File: src/design/khcc_pkg.sv
// ----------------------------------------------------------------------------
// khcc_pkg: shared definitions for the keyword hash collision checker
// Field widths, register indexes and default sizing used by the block.
// ----------------------------------------------------------------------------
`timescale 1ns / 1ps
`default_nettype none

package khcc_pkg;

  // Default number of hash slots
  localparam int SLOT_COUNT_DEF = 64;

  // Datapath widths
  localparam int ACC_W    = 16;
  localparam int CHAR_W   = 8;
  localparam int MULT_W   = 9;
  localparam int STEP_W   = 8;
  localparam int OFFS_W   = 5;
  localparam int DIVR_W   = 6;
  localparam int MODU_W   = 7;
  localparam int SLOT_W   = 6;
  localparam int SPREAD_W = 7;

  // Configuration port
  localparam int CFG_IDX_W  = 3;
  localparam int CFG_DATA_W = 9;

  localparam logic [CFG_IDX_W-1:0] REG_CHAR_MULT  = 3'd0;
  localparam logic [CFG_IDX_W-1:0] REG_STEP_INC   = 3'd1;
  localparam logic [CFG_IDX_W-1:0] REG_FINAL_OFFS = 3'd2;
  localparam logic [CFG_IDX_W-1:0] REG_DIVISOR    = 3'd3;
  localparam logic [CFG_IDX_W-1:0] REG_MODULUS    = 3'd4;

  // Register reset values
  localparam logic [MULT_W-1:0] MULT_RST = 9'd1;
  localparam logic [STEP_W-1:0] STEP_RST = 8'd0;
  localparam logic [OFFS_W-1:0] OFFS_RST = 5'd0;
  localparam logic [DIVR_W-1:0] DIVR_RST = 6'd1;
  localparam logic [MODU_W-1:0] MODU_RST = 7'd64;

endpackage

`default_nettype wire

File: src/design/khcc_if.sv
// ----------------------------------------------------------------------------
// khcc_if: valid/ready channels of the keyword hash collision checker
// Character input, result output and configuration write channels.
// ----------------------------------------------------------------------------
`timescale 1ns / 1ps
`default_nettype none

// Character stream, one item per character
interface khcc_in_if import khcc_pkg::*; ();
  logic              valid;
  logic              ready;
  logic [CHAR_W-1:0] char_code;
  logic              word_end;
  logic              set_end;

  modport source (output valid, char_code, word_end, set_end, input ready);
  modport sink   (input valid, char_code, word_end, set_end, output ready);
endinterface

// Result stream, one item per finished word
interface khcc_out_if import khcc_pkg::*; ();
  logic                valid;
  logic                ready;
  logic [SLOT_W-1:0]   slot;
  logic                collision;
  logic [SLOT_W-1:0]   lowest_slot;
  logic [SLOT_W-1:0]   highest_slot;
  logic [SPREAD_W-1:0] spread;
  logic                set_done;

  modport source (output valid, slot, collision, lowest_slot, highest_slot, spread,
                  set_done, input ready);
  modport sink   (input valid, slot, collision, lowest_slot, highest_slot, spread,
                  set_done, output ready);
endinterface

// Configuration register writes
interface khcc_cfg_if import khcc_pkg::*; ();
  logic                  valid;
  logic                  ready;
  logic [CFG_IDX_W-1:0]  index;
  logic [CFG_DATA_W-1:0] data;

  modport source (output valid, index, data, input ready);
  modport sink   (input valid, index, data, output ready);
endinterface

`default_nettype wire

File: src/design/khcc_div.sv
// ----------------------------------------------------------------------------
// khcc_div: bit-serial restoring divider
// Divides a 16-bit value by a DW-bit divisor, one quotient bit per cycle.
// ----------------------------------------------------------------------------
`timescale 1ns / 1ps
`default_nettype none

module khcc_div import khcc_pkg::*; #(
  parameter int DW = MODU_W
) (
  input  wire logic             clk_i,
  input  wire logic             rst_ni,
  input  wire logic             start_i,
  input  wire logic [ACC_W-1:0] dividend_i,
  input  wire logic [DW-1:0]    divisor_i,
  output logic                  done_o,
  output logic [ACC_W-1:0]      quot_o,
  output logic [DW-1:0]         rem_o
);

  localparam int CW = $clog2(ACC_W);

  logic             busy_q, busy_d;
  logic             done_q, done_d;
  logic [CW-1:0]    cnt_q, cnt_d;
  logic [ACC_W-1:0] quot_q, quot_d;
  logic [DW-1:0]    rem_q, rem_d;
  logic [DW-1:0]    dvs_q, dvs_d;
  logic [DW:0]      partial;
  logic [DW:0]      diff;

  // One restoring step: shift in the next dividend bit, try a subtract
  always_comb begin
    partial = {rem_q, quot_q[ACC_W-1]};
    diff    = partial - {1'b0, dvs_q};
    busy_d  = busy_q;
    done_d  = 1'b0;
    cnt_d   = cnt_q;
    quot_d  = quot_q;
    rem_d   = rem_q;
    dvs_d   = dvs_q;
    if (start_i) begin
      busy_d = 1'b1;
      cnt_d  = CW'(ACC_W - 1);
      quot_d = dividend_i;
      rem_d  = '0;
      dvs_d  = divisor_i;
    end else if (busy_q) begin
      if (!diff[DW]) begin
        rem_d  = diff[DW-1:0];
        quot_d = {quot_q[ACC_W-2:0], 1'b1};
      end else begin
        rem_d  = partial[DW-1:0];
        quot_d = {quot_q[ACC_W-2:0], 1'b0};
      end
      cnt_d = cnt_q - CW'(1);
      if (cnt_q == '0) begin
        busy_d = 1'b0;
        done_d = 1'b1;
      end
    end
  end

  always_ff @(posedge clk_i or negedge rst_ni) begin
    if (!rst_ni) begin
      busy_q <= 1'b0;
      done_q <= 1'b0;
      cnt_q  <= '0;
    end else begin
      busy_q <= busy_d;
      done_q <= done_d;
      cnt_q  <= cnt_d;
    end
  end

  // Datapath, no reset needed
  always_ff @(posedge clk_i) begin
    quot_q <= quot_d;
    rem_q  <= rem_d;
    dvs_q  <= dvs_d;
  end

  assign done_o = done_q;
  assign quot_o = quot_q;
  assign rem_o  = rem_q;

endmodule

`default_nettype wire

File: src/design/keyword_hash_collision_check_core.sv
// ----------------------------------------------------------------------------
// keyword_hash_collision_check_core: perfect hash collision checker
// Hashes a stream of keyword characters, tracks slot occupancy per set.
// ----------------------------------------------------------------------------
// Sequence: a character that does not close a word is accepted and then folded
//   in by a bit-serial multiply-accumulate; a word-closing character then adds
//   a divider load step, two passes of the shared serial divider (one step per
//   dividend bit plus hand-over) and a slot update step.
// Flow: a new character is accepted only once the previous one is through; the
//   slot update waits while a stalled receiver holds the result register.
// Reset: asynchronous; registers return to their defaults, bitmap is cleared.
`timescale 1ns / 1ps
`default_nettype none

module keyword_hash_collision_check_core import khcc_pkg::*; #(
  parameter int SLOT_COUNT = SLOT_COUNT_DEF
) (
  input  wire logic   clk_i,
  input  wire logic   rst_ni,
  khcc_cfg_if.sink    cfg,
  khcc_in_if.sink     char_in,
  khcc_out_if.source  res_out
);

  localparam int SW  = $clog2(SLOT_COUNT);
  localparam int MW  = ($clog2(SLOT_COUNT + 1) > MODU_W) ? $clog2(SLOT_COUNT + 1) : MODU_W;
  localparam int OW  = (SW > SLOT_W) ? SW : SLOT_W;
  localparam int SPW = ((SW + 1) > SPREAD_W) ? (SW + 1) : SPREAD_W;
  localparam int BCW = $clog2(CHAR_W);

  // Sequencer states
  localparam logic [2:0] S_IDLE = 3'd0;
  localparam logic [2:0] S_MUL  = 3'd1;
  localparam logic [2:0] S_PRE  = 3'd2;
  localparam logic [2:0] S_DIV  = 3'd3;
  localparam logic [2:0] S_MOD  = 3'd4;
  localparam logic [2:0] S_UPD  = 3'd5;

  // Configuration registers
  logic [MULT_W-1:0] mult_q;
  logic [STEP_W-1:0] step_q;
  logic [OFFS_W-1:0] offs_q;
  logic [DIVR_W-1:0] divr_q;
  logic [MODU_W-1:0] modu_q;

  // Control and set state
  logic [2:0]            state_q, state_d;
  logic [BCW-1:0]        bit_q, bit_d;
  logic                  we_q, we_d;
  logic                  se_q, se_d;
  logic [ACC_W-1:0]      acc_q, acc_d;
  logic [ACC_W-1:0]      pos_q, pos_d;
  logic [ACC_W-1:0]      mcand_q, mcand_d;
  logic [CHAR_W-1:0]     chsr_q, chsr_d;
  logic [SLOT_COUNT-1:0] occ_q, occ_d;
  logic [SW-1:0]         low_q, low_d;
  logic [SW-1:0]         high_q, high_d;
  logic                  coll_q, coll_d;

  // Output register
  logic                out_vld_q, out_vld_d;
  logic [SLOT_W-1:0]   o_slot_q, o_slot_d;
  logic                o_coll_q, o_coll_d;
  logic [SLOT_W-1:0]   o_low_q, o_low_d;
  logic [SLOT_W-1:0]   o_high_q, o_high_d;
  logic [SPREAD_W-1:0] o_spread_q, o_spread_d;
  logic                o_done_q, o_done_d;

  // Divider hookup
  logic             div_start;
  logic [ACC_W-1:0] div_dividend;
  logic [MW-1:0]    div_divisor;
  logic             div_done;
  logic [ACC_W-1:0] div_quot;
  logic [MW-1:0]    div_rem;

  // Misc
  logic [MW-1:0]  div_eff;
  logic [MW-1:0]  modx;
  logic [MW-1:0]  mod_eff;
  logic [SW-1:0]  slot;
  logic [SPW-1:0] spread_x;
  logic           out_free;

  assign cfg.ready     = 1'b1;
  assign char_in.ready = (state_q == S_IDLE);
  assign out_free      = !out_vld_q || res_out.ready;

  // Configuration writes
  always_ff @(posedge clk_i or negedge rst_ni) begin
    if (!rst_ni) begin
      mult_q <= MULT_RST;
      step_q <= STEP_RST;
      offs_q <= OFFS_RST;
      divr_q <= DIVR_RST;
      modu_q <= MODU_RST;
    end else if (cfg.valid) begin
      case (cfg.index)
        REG_CHAR_MULT:  mult_q <= cfg.data[MULT_W-1:0];
        REG_STEP_INC:   step_q <= cfg.data[STEP_W-1:0];
        REG_FINAL_OFFS: offs_q <= cfg.data[OFFS_W-1:0];
        REG_DIVISOR:    divr_q <= cfg.data[DIVR_W-1:0];
        REG_MODULUS:    modu_q <= cfg.data[MODU_W-1:0];
        default: ;
      endcase
    end
  end

  // Effective divisor and modulus: zero acts as one, modulus saturates
  always_comb begin
    div_eff = (divr_q == '0) ? MW'(1) : MW'(divr_q);
    modx    = MW'(modu_q);
    if (modx == '0) begin
      mod_eff = MW'(1);
    end else if (modx > MW'(SLOT_COUNT)) begin
      mod_eff = MW'(SLOT_COUNT);
    end else begin
      mod_eff = modx;
    end
  end

  // Divider operands: first the offset accumulator, then the quotient
  always_comb begin
    div_start    = 1'b0;
    div_dividend = acc_q + ACC_W'(offs_q);
    div_divisor  = div_eff;
    if (state_q == S_PRE) begin
      div_start = 1'b1;
    end else if (state_q == S_DIV && div_done) begin
      div_start    = 1'b1;
      div_dividend = div_quot;
      div_divisor  = mod_eff;
    end
  end

  khcc_div #(
    .DW (MW)
  ) u_div (
    .clk_i      (clk_i),
    .rst_ni     (rst_ni),
    .start_i    (div_start),
    .dividend_i (div_dividend),
    .divisor_i  (div_divisor),
    .done_o     (div_done),
    .quot_o     (div_quot),
    .rem_o      (div_rem)
  );

  assign slot = div_rem[SW-1:0];

  // Sequencer, accumulator and set tracking
  always_comb begin
    state_d    = state_q;
    bit_d      = bit_q;
    we_d       = we_q;
    se_d       = se_q;
    acc_d      = acc_q;
    pos_d      = pos_q;
    mcand_d    = mcand_q;
    chsr_d     = chsr_q;
    occ_d      = occ_q;
    low_d      = low_q;
    high_d     = high_q;
    coll_d     = coll_q;
    out_vld_d  = out_vld_q && !res_out.ready;
    o_slot_d   = o_slot_q;
    o_coll_d   = o_coll_q;
    o_low_d    = o_low_q;
    o_high_d   = o_high_q;
    o_spread_d = o_spread_q;
    o_done_d   = o_done_q;
    spread_x   = '0;

    case (state_q)
      S_IDLE: begin
        if (char_in.valid) begin
          acc_d   = acc_q + pos_q;
          pos_d   = pos_q + ACC_W'(step_q);
          mcand_d = ACC_W'(mult_q);
          chsr_d  = char_in.char_code;
          we_d    = char_in.word_end;
          se_d    = char_in.set_end;
          bit_d   = '0;
          state_d = S_MUL;
        end
      end
      // One character bit per cycle, shift-and-add
      S_MUL: begin
        if (chsr_q[0]) begin
          acc_d = acc_q + mcand_q;
        end
        mcand_d = {mcand_q[ACC_W-2:0], 1'b0};
        chsr_d  = {1'b0, chsr_q[CHAR_W-1:1]};
        bit_d   = bit_q + BCW'(1);
        if (bit_q == BCW'(CHAR_W - 1)) begin
          state_d = (we_q || se_q) ? S_PRE : S_IDLE;
        end
      end
      // Divider takes the offset accumulator; the word restarts afresh
      S_PRE: begin
        acc_d   = '0;
        pos_d   = '0;
        state_d = S_DIV;
      end
      S_DIV: begin
        if (div_done) begin
          state_d = S_MOD;
        end
      end
      S_MOD: begin
        if (div_done) begin
          state_d = S_UPD;
        end
      end
      // Mark the slot, or clear the set state at a set end, and load the result register
      S_UPD: begin
        if (out_free) begin
          o_coll_d = coll_q || occ_q[slot];
          o_low_d  = SLOT_W'(OW'((slot < low_q) ? slot : low_q));
          o_high_d = SLOT_W'(OW'((slot > high_q) ? slot : high_q));
          spread_x = SPW'((slot > high_q) ? slot : high_q)
                   - SPW'((slot < low_q) ? slot : low_q) + SPW'(1);
          o_spread_d = spread_x[SPREAD_W-1:0];
          o_slot_d   = SLOT_W'(OW'(slot));
          o_done_d   = se_q;
          out_vld_d  = 1'b1;
          if (se_q) begin
            occ_d  = '0;
            low_d  = SW'(SLOT_COUNT - 1);
            high_d = '0;
            coll_d = 1'b0;
          end else begin
            occ_d[slot] = 1'b1;
            coll_d      = coll_q || occ_q[slot];
            low_d       = (slot < low_q) ? slot : low_q;
            high_d      = (slot > high_q) ? slot : high_q;
          end
          state_d = S_IDLE;
        end
      end
      default: state_d = S_IDLE;
    endcase
  end

  always_ff @(posedge clk_i or negedge rst_ni) begin
    if (!rst_ni) begin
      state_q   <= S_IDLE;
      bit_q     <= '0;
      we_q      <= 1'b0;
      se_q      <= 1'b0;
      acc_q     <= '0;
      pos_q     <= '0;
      occ_q     <= '0;
      low_q     <= SW'(SLOT_COUNT - 1);
      high_q    <= '0;
      coll_q    <= 1'b0;
      out_vld_q <= 1'b0;
    end else begin
      state_q   <= state_d;
      bit_q     <= bit_d;
      we_q      <= we_d;
      se_q      <= se_d;
      acc_q     <= acc_d;
      pos_q     <= pos_d;
      occ_q     <= occ_d;
      low_q     <= low_d;
      high_q    <= high_d;
      coll_q    <= coll_d;
      out_vld_q <= out_vld_d;
    end
  end

  // Payload registers
  always_ff @(posedge clk_i) begin
    mcand_q    <= mcand_d;
    chsr_q     <= chsr_d;
    o_slot_q   <= o_slot_d;
    o_coll_q   <= o_coll_d;
    o_low_q    <= o_low_d;
    o_high_q   <= o_high_d;
    o_spread_q <= o_spread_d;
    o_done_q   <= o_done_d;
  end

  assign res_out.valid        = out_vld_q;
  assign res_out.slot         = o_slot_q;
  assign res_out.collision    = o_coll_q;
  assign res_out.lowest_slot  = o_low_q;
  assign res_out.highest_slot = o_high_q;
  assign res_out.spread       = o_spread_q;
  assign res_out.set_done     = o_done_q;

endmodule

`default_nettype wire

File: src/flat_wrapper.sv
// flat-port wrapper written by rule: the top's interface ports become plain ports
module keyword_hash_collision_check_core_flat import khcc_pkg::*;
#(
  parameter int SLOT_COUNT = SLOT_COUNT_DEF
)
  (clk_i, rst_ni, cfg_valid, cfg_index, cfg_data, cfg_ready, char_in_valid, char_in_char_code, char_in_word_end, char_in_set_end, char_in_ready, res_out_valid, res_out_slot, res_out_collision, res_out_lowest_slot, res_out_highest_slot, res_out_spread, res_out_set_done, res_out_ready);
  khcc_cfg_if cfg_i ();
  khcc_in_if char_in_i ();
  khcc_out_if res_out_i ();
  input  wire logic clk_i;
  input  wire logic rst_ni;
  input wire logic [$bits(cfg_i.valid)-1:0] cfg_valid;
  input wire logic [$bits(cfg_i.index)-1:0] cfg_index;
  input wire logic [$bits(cfg_i.data)-1:0] cfg_data;
  output wire logic [$bits(cfg_i.ready)-1:0] cfg_ready;
  input wire logic [$bits(char_in_i.valid)-1:0] char_in_valid;
  input wire logic [$bits(char_in_i.char_code)-1:0] char_in_char_code;
  input wire logic [$bits(char_in_i.word_end)-1:0] char_in_word_end;
  input wire logic [$bits(char_in_i.set_end)-1:0] char_in_set_end;
  output wire logic [$bits(char_in_i.ready)-1:0] char_in_ready;
  output wire logic [$bits(res_out_i.valid)-1:0] res_out_valid;
  output wire logic [$bits(res_out_i.slot)-1:0] res_out_slot;
  output wire logic [$bits(res_out_i.collision)-1:0] res_out_collision;
  output wire logic [$bits(res_out_i.lowest_slot)-1:0] res_out_lowest_slot;
  output wire logic [$bits(res_out_i.highest_slot)-1:0] res_out_highest_slot;
  output wire logic [$bits(res_out_i.spread)-1:0] res_out_spread;
  output wire logic [$bits(res_out_i.set_done)-1:0] res_out_set_done;
  input wire logic [$bits(res_out_i.ready)-1:0] res_out_ready;
  assign cfg_i.valid = cfg_valid;
  assign cfg_i.index = cfg_index;
  assign cfg_i.data = cfg_data;
  assign cfg_ready = cfg_i.ready;
  assign char_in_i.valid = char_in_valid;
  assign char_in_i.char_code = char_in_char_code;
  assign char_in_i.word_end = char_in_word_end;
  assign char_in_i.set_end = char_in_set_end;
  assign char_in_ready = char_in_i.ready;
  assign res_out_valid = res_out_i.valid;
  assign res_out_slot = res_out_i.slot;
  assign res_out_collision = res_out_i.collision;
  assign res_out_lowest_slot = res_out_i.lowest_slot;
  assign res_out_highest_slot = res_out_i.highest_slot;
  assign res_out_spread = res_out_i.spread;
  assign res_out_set_done = res_out_i.set_done;
  assign res_out_i.ready = res_out_ready;
  keyword_hash_collision_check_core #(.SLOT_COUNT(SLOT_COUNT)) u_core (.clk_i(clk_i), .rst_ni(rst_ni), .cfg(cfg_i), .char_in(char_in_i), .res_out(res_out_i));
endmodule
File: config.mk
export PLATFORM = sky130hd
export DESIGN_NAME = keyword_hash_collision_check_core_flat
export DESIGN_NICKNAME = d
export VERILOG_FILES = /design/src/design/khcc_pkg.sv /design/src/design/khcc_if.sv /design/src/design/khcc_div.sv /design/src/design/keyword_hash_collision_check_core.sv /design/src/flat_wrapper.sv
export SDC_FILE = /design/constraint.sdc
export NUM_CORES = 1
export LEC_CHECK = 0
export ABC_AREA = 1
export BUFFER_PORTS_ARGS = -buffer_cell sky130_fd_sc_hd__buf_2
export CAP_MARGIN = 20
export CORE_MARGIN = 2
export CORE_UTILIZATION = 40
export DETAILED_ROUTE_END_ITERATION = 8
export GPL_TIMING_DRIVEN = 1
export PLACE_DENSITY = 0.58
export REMOVE_ABC_BUFFERS = 1
export SKIP_CTS_REPAIR_TIMING = 1
export SYNTH_ARGS = -nofsm -noshare
export SYNTH_HDL_FRONTEND = slang
export SYNTH_SLANG_ARGS = --single-unit
File: constraint.sdc
create_clock -name clk_i -period 5.8 [get_ports clk_i]
set_input_delay 0.58 -clock clk_i [delete_from_list [all_inputs] [get_ports clk_i]]
set_output_delay 0.58 -clock clk_i [all_outputs]
set_load 0.005 [all_outputs]
==> flow_metrics.py, run 1 <==
metrics = {
    "run_status": {
        "outcome": "finished clean",
    },
    "routing": {
        "drc": 0,
        "ant_nets": 0,
        "post_drt_via_cell_ratio": 5.02,
        "first_pass_iters": 5,
        "drt_iter0_markers": 656,
        "vias": 10172,
        "drt_wl_total_um": 31000,
        "wire_per_inst_um": 15.3,
    },
    "worst_setup_path": {
        "worstPathRequired_ns": 6.09,
        "crit_type": "reg -> reg",
        "critPathMaxFanout": 18,
        "startpoint_type": "flip-flop",
        "setup.worst_path.end_class": "flip-flop",
        "crit_arrival_ns": 3.90,
    },
    "place": {
        "dp_hpwl_um": 21900,
        "io_buffers": 55,
        "placed_cells": 1975,
        "placed_area_um2": 13500,
        "finalWeightedCongestion": 0.872,
    },
    "final_layout": {
        "finalNonFillerCells": 2028,
        "final_layout_size_suffix_gt1_share_pct": 9.78,
        "design_area_um2": 14500,
        "syn_to_final_growth_pct": 12.6,
        "nets": 1695,
        "antennaDiodeCount": 0,
    },
    "timing": {
        "max_slew_margin_pct": 35.7,
        "period_share_pct": 62.1,
        "finalClockSkew_ns": 0.0113,
        "max_freq_mhz": 277,
        "finalSetupViolCount": 0,
        "min_period_ns": 3.60,
        "rsz0062_at_grt": "no",
        "timing.hold.ws_ns": 0.276,
        "worstMarginPinSlew_ns": 0.964,
        "drv_slew": 0,
        "tns_ns": 0,
        "hold_violations": 0,
    },
    "floorplanning": {
        "io_pins": 57,
        "std_cell_rows": 65,
        "die_w_um": 184,
        "initial_core_util_pct": 40.8,
        "core_area_um2": 31600,
        "fp.dieH_um": 184,
        "die-area_um2": 33700,
    },
    "yosys": {
        "yosysTopAreaCellShare_pct": 29.1,
        "synth_area_leader_cell": "dfrtp_1",
        "ys.flop_type": "dfrtp_1",
        "synth_mux_area_share_pct": 0.0872,
        "ys_seq_area_share_pct": 49.2,
        "synthAdderAreaFrac_pct": 6.49,
        "synth_cells": 1554,
        "synth.area.top_cells": "dfrtp_1 29%, edfxtp_1 17%, nand2_1 12%",
        "yosys_warnings": 0,
        "synth.distinct_cells": 49,
        "async_flop_share_pct": 66.3,
        "ys_top_cells_by_count": "421 x nand2_1, 197 x inv_1, 150 x dfrtp_1, 140 x nor2_1, 108 x o21ai_0",
        "synth_xor_area_share_pct": 1.22,
        "synth_compound_area_share_pct": 12.1,
        "post-synth-top-count-cell": "nand2_1",
        "synth-simple-area-share_pct": 22.8,
        "syn_avg_cell_area_um2": 8.31,
        "syn-cell-area_um2": 12900,
        "synth-seq-cells": 240,
        "synth-edff-count": 74,
        "synth_top_family_by_area": "simple AND/OR/NAND/NOR gates",
    },
    "global_routing": {
        "grt_pass1_wl_um": 52100,
        "gr-usage-all-layers_pct": 19.2,
        "overflow": 0,
        "grt_max_degree": 72,
        "first_global_vias": 10217,
        "antenna_found_initial": 0,
    },
    "clocking": {
        "cts_tree": "done",
        "h-tree-depth": 1,
        "clock_latency_ns": 0.55,
        "clk_pin_slew_ns": 0.06,
        "numCtsBuffers": 28,
        "max-clock-path-buffers": 3,
        "cts_root_buf": "clkbuf_16",
        "clock_sink_count": 240,
    },
    "min_path": {
        "hp-class": "in -> reg",
    },
    "power_and_ir_drop": {
        "p_leak_nw": 6.98,
        "peakVddDrop_uv": 218,
        "power_density_nw_per_um2": 271,
    },
    "flow_run": {
        "cap_violations": 0,
    },
}
stage by stage:
stage | setup WS (ns) | total power, mW | utilization (%)
final | 2.20 | 3.95 | 45.9
after global placement | 2.32 | 2.05 | 42.7
after CTS | 2.19 | 3.99 | 45.9
after floorplan | 1.82 | 1.98 | -
after global routing | 1.86 | 4.09 | 45.9
after detailed placement | 2.22 | 2.06 | 42.7
sequential cells by signal, indices dropped and copies added (netlist names), 8 cells and up:
name and cells:
u_core.u_div.quot_o 16, u_core.occ_q 64, u_core.pos_q 16, u_core.mult_q 9
u_core.mcand_q 16, u_core.step_q 8, u_core.chsr_q 8, u_core.acc_q 16
cell families (layout without fill, tap and decap cells):
logic type                 after synthesis  after routing
buffers and inverters                  252            324
DFF                                    240            240
other                                    1              1
and+or+nand+nor                        691            691
xor gates and xnor gates                18             18
muxes                                    1              1
adders and majority gates               64             64
AOI/OAI and AO/OA                      287            287
layout by cell type (no fill, tap or decap), drive strengths merged, types with 16 or more instances in the layout:
cell type and n:
dfrtp 150, nor3 28, nand2 425, ha 59
o21bai 16, nand3 82, clkbuf 37, o22ai 19
nor2 144, buf 63, inv 206, o21ai 120
edfxtp 74, a21oi 107
final timing paths:
kind / start / end / slack (ns) / cells past startpoint
min: char_in_word_end / u_core.we_q / 0.28 / 3
max in group asynchronous: rst_ni / u_core.pos_q[4] / 3.96 / 3
min reg2reg: u_core.u_div.rem_o[6] / u_core.u_div.rem_o[6] / 0.47 / 2
max: u_core.u_div.rem_o[1] / u_core.res_out.spread[6] / 2.20 / 14
max reg2reg: u_core.u_div.rem_o[1] / u_core.res_out.spread[6] / 2.20 / 14
min in group asynchronous: rst_ni / u_core.occ_q[55] / 0.54 / 2
routing by layer:
layer | global-route usage [%] | vias up | share of wire, %
li1 | - | 5176 | -
met1 | 24.7 | 4746 | 46
met2 | 33.5 | 195 | 47
met3 | 2.42 | 55 | 3.7
met4 | 5.89 | 0 | 3.0
met5 | 0 | - | 0
power by group:
group / total [mW] / internal, mW / switching (mW)
Combinational: 0.190 / 0.0704 / 0.120
Sequential: 1.84 / 1.80 / 0.0390
Clock: 1.92 / 1.20 / 0.716
Total: 3.95 / 3.07 / 0.875
critical path, cell delays in order (launching register included):
cell and delay, ns:
dfxtp_1 0.77, ha_1 0.35, a21boi_0 0.14, o21ai_1 0.14, nand3_1 0.32, o21ai_1 0.32
inv_1 0.07, ha_1 0.30, ha_1 0.36, a21oi_1 0.14, nand2_1 0.09, a21oi_1 0.14
nor2_1 0.05, nor2_1 0.10, xor2_1 0.07
cell type report:
| cell class | count | area, µm² |
|---|---|---|
| clock buffer | 37 | 816 |
| sequential | 240 | 6350 |
| fill | 3091 | 17100 |
| clock inverter | 15 | 195 |
| tap | 402 | 503 |
| multi-input combinational | 1062 | 5530 |
| inverter | 208 | 787 |
| timing repair buffer | 64 | 352 |
No activity file was read; power rests on OpenSTA's default activity.
==> run 2, diff against run 1 <==
--- a/config.mk
+++ b/config.mk
@@ -5,7 +5,7 @@
 export SDC_FILE = /design/constraint.sdc
 export NUM_CORES = 1
 export LEC_CHECK = 0
-export ABC_AREA = 1
+export ABC_AREA = 0
 export BUFFER_PORTS_ARGS = -buffer_cell sky130_fd_sc_hd__buf_2
 export CAP_MARGIN = 20
 export CORE_MARGIN = 2
==> constraint.sdc (replaced) <==
create_clock -name clk_i -period 3.7 [get_ports clk_i]
set_input_delay 0.37 -clock clk_i [delete_from_list [all_inputs] [get_ports clk_i]]
set_output_delay 0.37 -clock clk_i [all_outputs]
set_load 0.005 [all_outputs]
==> flow_metrics.py, run 2 <==
metrics = {
    "run_status": {
        "outcome": "finished, violations left",
        "violations": "negative hold slack",
    },
    "global_routing": {
        "gr-usage-all-layers_pct": 17.6,
        "first_global_vias": 8800,
        "overflow": 0,
        "grt_pass1_wl_um": 45600,
        "antenna_found_initial": 0,
        "grt_max_degree": 99,
    },
    "timing": {
        "min_period_ns": 3.44,
        "finalSetupViolCount": 0,
        "finalClockSkew_ns": 0.00775,
        "drv_slew": 0,
        "worstMarginPinSlew_ns": 1.02,
        "hold_violations": 16,
        "max_slew_margin_pct": 31.7,
        "max_freq_mhz": 291,
        "period_share_pct": 93.0,
        "timing.hold.ws_ns": -0.0381,
        "rsz0062_at_grt": "no",
        "layout_setup_ws_ns": 0.259,
    },
    "yosys": {
        "post-synth-top-count-cell": "nand2_1",
        "ys_seq_area_share_pct": 51.8,
        "yosys_warnings": 0,
        "synth.area.top_cells": "dfrtp_1 31%, edfxtp_1 18%, ha_1 6.0%",
        "syn-cell-area_um2": 12300,
        "ys_top_cells_by_count": "180 x nand2_1, 150 x dfrtp_1, 114 x nor2_1, 109 x a21oi_1, 74 x edfxtp_1",
        "ys.flop_type": "dfrtp_1",
        "yosysTopAreaCellShare_pct": 30.6,
        "synth.distinct_cells": 67,
        "syn_avg_cell_area_um2": 10.2,
        "synth_area_leader_cell": "dfrtp_1",
        "synth-seq-cells": 240,
        "synth-edff-count": 74,
        "synth_cells": 1208,
        "async_flop_share_pct": 66.3,
    },
    "worst_setup_path": {
        "startpoint_type": "flip-flop",
        "setup.worst_path.end_class": "flip-flop",
        "critPathMaxFanout": 5,
        "rr_worst_depth": 14,
        "worstPathRequired_ns": 3.98,
        "crit_type": "reg -> reg",
        "crit_arrival_ns": 3.72,
    },
    "routing": {
        "drt_iter0_markers": 566,
        "drc": 0,
        "drt_wl_total_um": 27100,
        "ant_nets": 0,
        "wire_per_inst_um": 15.9,
        "vias": 8812,
        "post_drt_via_cell_ratio": 5.18,
        "first_pass_iters": 5,
    },
    "floorplanning": {
        "fp.dieH_um": 179,
        "die-area_um2": 32100,
        "io_pins": 57,
        "core_area_um2": 30400,
        "initial_core_util_pct": 40.3,
        "die_w_um": 179,
        "std_cell_rows": 64,
    },
    "clocking": {
        "h-tree-depth": 1,
        "cts_root_buf": "clkbuf_16",
        "cts_tree": "done",
        "clock_latency_ns": 0.53,
        "clock_sink_count": 240,
        "clk_pin_slew_ns": 0.05,
        "numCtsBuffers": 29,
        "max-clock-path-buffers": 3,
    },
    "flow_run": {
        "cap_violations": 0,
    },
    "min_path": {
        "hp-class": "in -> async",
    },
    "place": {
        "finalWeightedCongestion": 0.862,
        "place_ws_ns": 0.240,
        "io_buffers": 55,
        "dp_hpwl_um": 18400,
        "placed_area_um2": 13100,
    },
    "final_layout": {
        "nets": 1375,
        "antennaDiodeCount": 0,
        "design_area_um2": 14100,
        "final_layout_size_suffix_gt1_share_pct": 16.1,
        "final_cell_mix": "180 x nand2_1, 150 x dfrtp_1, 113 x nor2_1",
        "top_register": "u_core.occ_q",
        "syn_to_final_growth_pct": 14.6,
        "layout_commonest_cell": "nand2_1",
        "largest_register_ffs": 64,
    },
    "power_and_ir_drop": {
        "p_leak_nw": 6.36,
        "finalPower_mw": 11.5,
        "power_density_nw_per_um2": 819,
        "peakVddDrop_uv": 373,
    },
}
==> run 2: changes by cell type in the layout (fill, tap and decap cells not counted), sizes merged, moves of 34 or more <==
| cell | previous run | this run |
|---|---|---|
| buf | 63 | 97 |
| inv | 206 | 59 |
| mux2 | 1 | 41 |
| nand2 | 425 | 180 |
| nand3 | 82 | 22 |
| o21ai | 120 | 70 |
==> run 2: final timing paths <==
check | startpoint | end | slack [ns]
min in group clk_i | char_in_word_end | u_core.we_q | 0.05
min | rst_ni | u_core.high_q[4] | -0.04
max | u_core.low_q[1] | u_core.res_out.spread[6] | 0.26
max in group asynchronous | rst_ni | u_core.mult_q[0] | 2.80
max reg2reg | u_core.low_q[1] | u_core.res_out.spread[6] | 0.26
min reg2reg | u_core.occ_q[28] | u_core.occ_q[28] | 0.48
==> run 2: layer usage <==
metal | vias to the layer above | track usage [%] | routed length (µm)
met3 | 41 | 2.37 | 1130
met5 | - | 0 | 0
met2 | 158 | 30.2 | 12900
li1 | 4393 | - | -
met4 | 0 | 3.76 | 466
met1 | 4220 | 23.9 | 12500
==> run 2: cell families (layout without fill, tap and decap cells) <==
| kind of cell | Yosys count | in the layout | share of synthesized area, % |
|---|---|---|---|
| compound gates | 273 | 273 | 13.1 |
| xor+xnor | 42 | 42 | 3.00 |
| fa+ha+maj | 64 | 64 | 6.83 |
| buf+inv | 111 | 209 | 3.68 |
| flops | 240 | 240 | 51.8 |
| mux | 63 | 63 | 6.48 |
| other cells | 1 | 1 | 0.0306 |
| simple gates | 414 | 414 | 15.1 |
==> run 2: final cells by class <==
type,instances,area (µm²)
inverter,59,221
sequential,240,6350
fill,2886,16400
timing repair buffer,97,597
clock inverter,14,123
clock buffer,39,793
multi-input combinational,857,5470
tap,396,495
==> run 2: worst max-delay path: stages (launching register included) <==
cell,delay (ns)
dfstp_2,0.54
inv_1,0.04
ha_1,0.26
a21o_1,0.15
a21o_1,0.17
a211oi_1,0.22
o21bai_1,0.18
o21a_1,0.22
ha_1,0.34
ha_1,0.30
a21o_1,0.18
a21oi_1,0.23
o21bai_1,0.09
a21oi_1,0.19
xor2_1,0.09
==> run 2: per-stage QoR <==
stage | TNS, ns | std cells | hold slack (ns) | util (%)
detailed placement | 0 | 1649 | 0.468 | 43.2
floorplan | -1.75 | 1156 | 0.0744 | -
global placement | 0 | 1649 | 0.468 | 43.2
global route | 0 | 1702 | 0.0422 | 46.2
CTS | 0 | 1702 | -0.00359 | 46.2
finish | 0 | 1702 | -0.0381 | 46.2
==> run 2: report_power, final <==
part	switching (mW)	total, mW	internal (mW)
sequential	0.405	4.05	3.64
clock	1.06	2.70	1.63
combinational	2.79	4.77	1.99
total	4.25	11.5	7.26
==> run 3, diff against run 2 <==
--- a/config.mk
+++ b/config.mk
@@ -9,10 +9,10 @@
 export BUFFER_PORTS_ARGS = -buffer_cell sky130_fd_sc_hd__buf_2
 export CAP_MARGIN = 20
 export CORE_MARGIN = 2
-export CORE_UTILIZATION = 40
+export CORE_UTILIZATION = 55
 export DETAILED_ROUTE_END_ITERATION = 8
 export GPL_TIMING_DRIVEN = 1
-export PLACE_DENSITY = 0.58
+export PLACE_DENSITY = 0.75
 export REMOVE_ABC_BUFFERS = 1
 export SKIP_CTS_REPAIR_TIMING = 1
 export SYNTH_ARGS = -nofsm -noshare
==> flow_metrics.py, run 3 (same netlist as run 2, synthesis figures left out) <==
metrics = {
    "worst_setup_path": {
        "crit_chain": "inv_1 > ha_1 > a21o_1 > a21o_1 > a211oi_1 > o21bai_1 > buf_4 > o21a_1 > ha_1 > ha_1 > a21o_1 > a21oi_2 > o21bai_1 > a21oi_1 > xor2_1",
        "startpoint_type": "flip-flop",
        "worst_path_dominant_cell_family": "compound AO/OA/AOI/OAI gates",
        "setup.worst_path.end_class": "flip-flop",
        "crit_arrival_ns": 3.80,
        "worstReg2RegEnd": "u_core.res_out.spread[6]",
        "slowest_delay_ns": 0.54,
        "rr_worst_depth": 15,
        "crit_cells": 15,
        "crit_start": "u_core.low_q[1]",
        "worstPathRequired_ns": 3.97,
        "crit_type": "reg -> reg",
        "critPathBufInv": 2,
        "r2r_start": "u_core.low_q[1]",
        "critPathCapture": "u_core.res_out.spread[6]",
        "r2r_setup_slack_ns": 0.16,
        "critPathMaxFanout": 11,
        "critPathSlowestCell": "dfstp_2",
    },
    "timing": {
        "layout_setup_ws_ns": 0.163,
        "drv_slew": 0,
        "hold_violations": 0,
        "min_period_ns": 3.54,
        "tns_ns": 0,
        "max_freq_mhz": 283,
        "finalClockSkew_ns": 0.00689,
        "period_share_pct": 95.6,
        "finalSetupViolCount": 0,
        "worstMarginPinSlew_ns": 1.07,
        "max_slew_margin_pct": 28.4,
    },
    "global_routing": {
        "grt_pass1_wl_um": 44600,
        "first_global_vias": 9116,
        "overflow": 0,
        "antenna_found_initial": 0,
        "grt_max_degree": 88,
        "gr-usage-all-layers_pct": 22.7,
    },
    "final_layout": {
        "nets": 1365,
        "layout_commonest_cell": "nand2_1",
        "syn_to_final_growth_pct": 12.9,
        "final_cell_mix": "180 x nand2_1, 150 x dfrtp_1, 113 x nor2_1",
        "final_layout_size_suffix_gt1_share_pct": 15.7,
        "finalCoreUtilization_pct": 63.3,
        "top_register": "u_core.occ_q",
        "antennaDiodeCount": 0,
        "largest_register_ffs": 64,
        "nFillCells": 1793,
    },
    "floorplanning": {
        "die-area_um2": 23500,
        "initial_core_util_pct": 56.0,
        "std_cell_rows": 54,
        "fp.dieH_um": 153,
        "core_area_um2": 21900,
        "die_w_um": 153,
        "io_pins": 57,
    },
    "routing": {
        "wire_per_inst_um": 16.6,
        "ant_nets": 0,
        "first_pass_iters": 5,
        "vias": 8889,
        "drt_wl_total_um": 26100,
        "post_drt_via_cell_ratio": 5.65,
        "drc": 0,
        "drt_iter0_markers": 583,
    },
    "power_and_ir_drop": {
        "finalPower_mw": 11.5,
        "switching_power_mw": 4.27,
        "sequentialPowerShare_pct": 35.3,
        "swShare_pct": 37.1,
        "combPwrFrac_pct": 41.7,
        "intPower_mw": 7.23,
        "peakVddDrop_uv": 405,
        "power_density_nw_per_um2": 830,
        "p_leak_nw": 6.32,
        "clkPwrFrac_pct": 23.0,
    },
    "min_path": {
        "hp-class": "in -> reg",
        "holdCritStartpoint": "char_in_word_end",
    },
    "clocking": {
        "clock_latency_ns": 0.52,
        "cts_root_buf": "clkbuf_16",
        "cts_tree": "done",
        "clk_pin_slew_ns": 0.06,
        "h-tree-depth": 1,
        "numCtsBuffers": 26,
        "max-clock-path-buffers": 3,
        "clock_sink_count": 240,
    },
    "place": {
        "finalWeightedCongestion": 0.829,
        "place_ws_ns": 0.162,
        "io_buffers": 55,
        "dp_hpwl_um": 17700,
    },
    "flow_run": {
        "cap_violations": 0,
    },
    "run_status": {
        "outcome": "finished clean",
    },
}
-- run 3: worst min-delay path by stage --
stage,to,slack [ns],cells past startpoint
finish,u_core.we_q,0.05,3
CTS,u_core.high_q[5],-0.12,1
detailed placement,u_core.high_q[5],0.43,1
global route,u_core.we_q,0.04,3
global placement,u_core.high_q[4],0.43,1
floorplan,u_core.acc_q[0],0.07,0
-- run 3: stage by stage --
stage,cells,instance area [µm²],hold WS [ns]
after detailed placement,1525,12900,0.431
after global routing,1574,13900,0.0424
after global placement,1525,12900,0.434
final,1574,13900,0.0550
after CTS,1573,13800,-0.125
after floorplan,1156,12000,0.0744
-- run 3: layer usage --
layer	part of all wire [%]	up-vias	global-route usage, %	wire length [µm]
met5	0	-	0	0
met4	1.5	0	5.29	401
met3	4.7	36	3.20	1230
met2	49	209	39.5	12800
met1	45	4274	30.5	11700
li1	-	4370	-	-
-- run 3: power groups by stage --
| stage | logic, mW | registers, mW | clock network (mW) |
|---|---|---|---|
| finish | 4.79 | 4.06 | 2.64 |
| global route | 5.46 | 4.14 | 2.81 |
| CTS | 4.76 | 4.06 | 2.69 |
| detailed placement | 4.72 | 4.10 | 0 |
| global placement | 4.55 | 4.07 | 0 |
| floorplan | 3.37 | 4.13 | 0 |
-- run 3: worst reg2reg max path, stage by stage, from the launching register on --
cell and delay, ns:
dfstp_2 0.54, inv_1 0.04, ha_1 0.26, a21o_1 0.16
a21o_1 0.17, a211oi_1 0.24, o21bai_1 0.13, buf_4 0.19
o21a_1 0.18, ha_1 0.34, ha_1 0.31, a21o_1 0.19
a21oi_2 0.19, o21bai_1 0.08, a21oi_1 0.17, xor2_1 0.08
-- run 3: cell type report --
class                   count  area, µm²  area share (%)
repair buffers             90        559            4.04
flip-flops and latches    240       6350            45.9
clock buffers              39        791            5.71
clock inverters             9       95.1           0.687
well taps                 280        350            2.53
inverters                  59        221            1.60
multi-input cells         857       5480            39.6
